==> config.mk <==
export PLATFORM = sky130hd
export DESIGN_NAME = sva_stack
export DESIGN_NICKNAME = d
export VERILOG_FILES = /design/src/rtl/core/sva_pkg.sv /design/src/rtl/core/sva_stack.sv
export SDC_FILE = /design/constraint.sdc
export NUM_CORES = 2
export LEC_CHECK = 0
export BUFFER_PORTS_ARGS = -buffer_cell sky130_fd_sc_hd__buf_2
export CAP_MARGIN = 20
export CORE_ASPECT_RATIO = 0.6
export CORE_MARGIN = 4
export CORE_UTILIZATION = 63
export DETAILED_ROUTE_END_ITERATION = 7
export PLACE_DENSITY = 0.79
export SLEW_MARGIN = 20
export SYNTH_ARGS = -nofsm -noshare
export SYNTH_HDL_FRONTEND = slang
export SYNTH_SLANG_ARGS = --single-unit
export TNS_END_PERCENT = 5
==> constraint.sdc <==
create_clock -name i_clk -period 3.29 [get_ports i_clk]
set_input_delay 0.329 -clock i_clk [delete_from_list [all_inputs] [get_ports i_clk]]
set_output_delay 0.329 -clock i_clk [all_outputs]
set_load 0.03 [all_outputs]
==> src/rtl/core/sva_pkg.sv <==
`default_nettype none
package sva_pkg;

    localparam int VOICES      = 16;
    localparam int STACK_DEPTH = 256;
    localparam int VW          = $clog2(VOICES);
    localparam int SW          = $clog2(STACK_DEPTH);
    localparam int KEY_W       = 11;
    localparam int ADDR_W      = 4;

    localparam logic [1:0] OP_NOTE_ON  = 2'd0;
    localparam logic [1:0] OP_NOTE_OFF = 2'd1;
    localparam logic [1:0] OP_ALL_OFF  = 2'd2;
    localparam logic [1:0] OP_FINISHED = 2'd3;

    localparam logic [1:0] REG_MONO  = 2'd0;
    localparam logic [1:0] REG_LIMIT = 2'd1;
    localparam logic [1:0] REG_DUAL  = 2'd2;

    localparam logic ACT_TRIG = 1'b0;
    localparam logic ACT_REL  = 1'b1;

    typedef logic [KEY_W-1:0] t_key;

    typedef struct packed {
        logic [1:0] opcode;
        logic [3:0] channel;
        logic [6:0] note;
        logic [3:0] voice;
    } t_in_item;

    typedef struct packed {
        logic [3:0] voice_index;
        logic       action;
        logic [3:0] key_channel;
        logic [6:0] key_note;
        logic       last;
    } t_out_item;

endpackage
`default_nettype wire

==> src/rtl/core/sva_stack.sv <==
`default_nettype none
module sva_stack (
    input  wire logic                      i_clk,
    input  wire logic                      i_we,
    input  wire logic [sva_pkg::SW-1:0]    i_waddr,
    input  wire sva_pkg::t_key             i_wdata,
    input  wire logic [sva_pkg::SW-1:0]    i_raddr,
    output sva_pkg::t_key                  o_rdata
);
    import sva_pkg::*;

    t_key r_mem [STACK_DEPTH];
    t_key r_rdata;

    always_ff @(posedge i_clk) begin
        if (i_we) begin
            r_mem[i_waddr] <= i_wdata;
        end
        r_rdata <= r_mem[i_raddr];
    end

    assign o_rdata = r_rdata;

endmodule
`default_nettype wire

* Yosys cells after proc, flatten, opt, wreduce, memory -nomap -nowiden
Memories as Yosys holds them, arrays and structs flattened. A register that Yosys moved wholly into a read port is not among the register bits. Cells that the tools add are included.
Storage, ports and cells: memory bits (writable) 2816, flip-flop bits (word level) 0, bits in read-only memories 0, memories kept 1, logic and storage cells 3, latch bits 0
Memory list:
- r_mem | depth 256, bits a word 11, read ports 1, clocked after Yosys merged registers in 1, wr ports 1, RTL line sva_stack.sv:12 | t_key r_mem [STACK_DEPTH];
Operators by class: eq/ne operators 0, add/subtract/negate cells 0, reductions and logical operators 0, shift-type cells 0, magnitude comparators 0, $mul 0, bitwise logic cells 0, multiplexer cells 2, divide/modulo/power cells 0
Operator list (number):
- 2-to-1 mux 1 bit | 2

* Longest topological paths before layout
depth after elaboration 2, gate-level depth with buffers 12

* Least setup slack after synthesis
Ideal clock, no wire load.
path kind input-to-reg, from input port i_raddr[0] in the netlist's numbering, to register r_rdata[4] (netlist: o_rdata[4]), read port of r_mem, data arrival time 2.282 ns, path buffers 4, required time 3.161 ns, stages on the path 10, setup slack 0.879 ns, cells stage by stage buf_6 -> buf_6 -> buf_6 -> buf_2 -> mux2i_1 -> o22ai_1 -> a2111oi_1 -> a21oi_1 -> a2111oi_2 -> nor4_2
RTL lines:
- start: declaration | RTL line sva_stack.sv:7 | input wire logic [sva_pkg::SW-1:0] i_raddr,
- end: declaration | RTL line sva_stack.sv:13 | t_key r_rdata;

==> impl_metrics.env <==
export IMPL_initial_utilization_pct=63.7
export IMPL_num_rows=117
export IMPL_synth_yosys_seq_area_share_pct=78.0
export IMPL_final_area_sq_um=123000
export IMPL_synthTopCellsByArea="edfxtp_1 (78%), mux4_2 (13%), mux2i_1 (2.1%), nor2_1 (1.0%), a22oi_1 (0.86%)"
export IMPL_min_to="r_mem[59][4]"
export IMPL_syn_area_sq_um=109000
export IMPL_vias=58400
export IMPL_layout_drive_gt1_share_pct=28.2
export IMPL_cp_required_ns=4.05
export IMPL_antenna_left=0
export IMPL_fmax_ghz=0.332
export IMPL_arrival_ns=3.77
export IMPL_power_density_nw_per_um2=580
export IMPL_first_iter_violations=12100
export IMPL_vias_per_cell=7.26
export IMPL_worstHoldStart="i_wdata[4]"
export IMPL_report_final_slew_viol_count=0
export IMPL_first_pass_iters=6
export IMPL_io_buffer_count=39
export IMPL_num_io_pins=40
export IMPL_worst_hold_path_num_cells=1
export IMPL_place_hpwl_mm=186
export IMPL_post_drt_wl_per_cell_um=36.6
export IMPL_track_usage_pct=33.3
export IMPL_clk_latency_ns=0.88
export IMPL_finalWirelength_mm=295
export IMPL_layout_commonest_cell="edfxtp_1"
export IMPL_reg2reg_from="r_mem[182][4]"
export IMPL_area_growth_syn_to_layout_pct=13.2
export IMPL_grt_first_pass_wirelength_mm=421
export IMPL_place_gp_congestion=0.962
export IMPL_hp_class="primary input to register"
export IMPL_dp_cells=7624
export IMPL_cts_buffers_inserted=233
export IMPL_grt_pass1_vias=56500
export IMPL_rsz0062_at_grt="false"
export IMPL_post_cts_buffers=0
export IMPL_design_die_area_sq_um=179000
export IMPL_path_class="register to register"
export IMPL_cts_max_level=4
export IMPL_dpl_cell_area_sq_um=116000
export IMPL_cellLeakagePower_nw=39.4
export IMPL_status="complete, no violations"
export IMPL_fin_skew_ns=0.0390
export IMPL_slew_headroom_pct=29.6
export IMPL_synth_top_flop_cell="edfxtp_1"
export IMPL_setup_violations=0
export IMPL_grt_max_degree=122
export IMPL_syn_inst=4999
export IMPL_final_cell_mix="edfxtp_1 (2816), mux4_2 (614), buf_4 (565)"
export IMPL_critPathMaxFanout=1
export IMPL_tns_ns=0
export IMPL_clk_pin_slew_worst_paths_ns=0.07
export IMPL_cts_resized=0
export IMPL_grt_antenna_before_repair=18
export IMPL_drc=0
export IMPL_die_h_um=330
export IMPL_worst_pin_slew_ns=1.06
export IMPL_final_period_utilization_pct=91.6
export IMPL_yosys_warnings=0
export IMPL_synth_edf_count=2816
export IMPL_async_flop_share_pct=0
export IMPL_syn_area_per_cell_sq_um=21.7
export IMPL_reg2reg_slack_ns=0.28
export IMPL_fin_cells=8048
export IMPL_synthDistinctLibCells=58
export IMPL_die_width_um=544
export IMPL_ctsRootBufferMaster="clkbuf_16"
export IMPL_reg2reg_depth=8
export IMPL_ys_seq_elements=2827
export IMPL_rr_endpoint="o_rdata[4]"
export IMPL_cts_sinks=2827
export IMPL_synth_area_leader_cell="edfxtp_1"
export IMPL_synth_top_area_share_pct=77.8
export IMPL_ctsHoldBuffers=1
export IMPL_finalNetCount=5628
export IMPL_cts_tree="done"
export IMPL_whs_ns=0.0260
export IMPL_period_minus_slack_ns=3.01
export IMPL_endpoint_kind="register"
export IMPL_synth_nets=5028
export IMPL_hold_viol_final=0
export IMPL_grt_ovfl_total=0
export IMPL_ir_drop_uv=684
export IMPL_core_area_sq_um=171000
export IMPL_drv_cap=0
export IMPL_startpoint_type="register"
export IMPL_power_w=0.0714
export IMPL_cts_path_max_buffers=4
Yosys cell counts (all sizes together), types with 4 or more instances:
| cell | instances |
|---|---|
| a311oi | 11 |
| nand2 | 52 |
| o21ai | 19 |
| and2 | 6 |
| nand2b | 10 |
| o221ai | 47 |
| edfxtp | 2816 |
| a221oi | 31 |
| a221o | 6 |
| a21boi | 7 |
| clkbuf | 139 |
| a211oi | 22 |
| a2111oi | 14 |
| mux4 | 614 |
| o22ai | 84 |
| nor4 | 20 |
| a22oi | 125 |
| nor2b | 17 |
| inv | 4 |
| a31oi | 5 |
| or2 | 4 |
| nand3 | 40 |
| nor2 | 291 |
| a32oi | 6 |
| nor3 | 39 |
| nand4 | 12 |
| or3 | 8 |
| and3 | 5 |
| a21oi | 76 |
| buf | 164 |
| o211ai | 5 |
| a22o | 36 |
| dfxtp | 11 |
| mux2i | 229 |
per-layer routing:
metal / GRT usage (%) / vias up / share of wire, %
met1: 51.5 / 30000 / 37
met4: 8.96 / 12 / 2.9
met5: 0 / - / 0.025
met3: 13.3 / 579 / 18
met2: 44.7 / 5515 / 42
li1: - / 22300 / -
critical path, cell delays in order (launching register included):
cell       delay [ns]
edfxtp_1         0.36
mux4_2           0.50
a22o_1           0.27
a2111oi_1        0.36
buf_4            0.23
a21oi_1          0.12
a2111oi_2        0.77
buf_4            0.25
nor4_2           0.05
state kept, by name (all words and copies together) (netlist names):
name / count
r_mem: 2816
o_rdata: 11
report_power, final:
part | total (W) | switching, W | internal, W
sequential | 0.0398 | 0.0000889 | 0.0397
combinational | 0.00411 | 0.00266 | 0.00145
clock | 0.0276 | 0.0125 | 0.0150
total | 0.0714 | 0.0153 | 0.0562
final cells by class:
type	instances	area, sq um
Clock buffer	282	6080
Multi-Input combinational cell	1864	22200
Inverter	5	18.8
Clock inverter	129	1250
Sequential cell	2827	84800
Fill cell	9265	47500
Tap cell	2261	2830
Timing Repair Buffer	668	5860
Antenna cell	12	30.0
kinds of logic after synthesis:
group / share of synthesized area (%)
DFF: 78.0
muxes: 14.8
and+or+nand+nor: 2.13
AOI/OAI and AO/OA: 3.38
buffers and inverters: 1.66
stage by stage:
stage	setup WS (ns)	util, %
2_1_floorplan	0.879	-
3_3_place_gp	-1.06	67.8
3_5_place_dp	-0.277	67.8
4_1_cts	0.278	72.1
5_1_grt	0.190	72.2
6_report	0.276	72.2
how the worst max path moves through the flow:
stage | startpoint | end
CTS | r_mem[182][5] | o_rdata[5]
global route | r_mem[191][4] | o_rdata[4]
floorplan | i_raddr[0] | o_rdata[4]
global placement | i_raddr[0] | o_rdata[1]
detailed placement | i_raddr[3] | o_rdata[0]
finish | r_mem[182][4] | o_rdata[4]
Power figures use the tool's default switching activity.
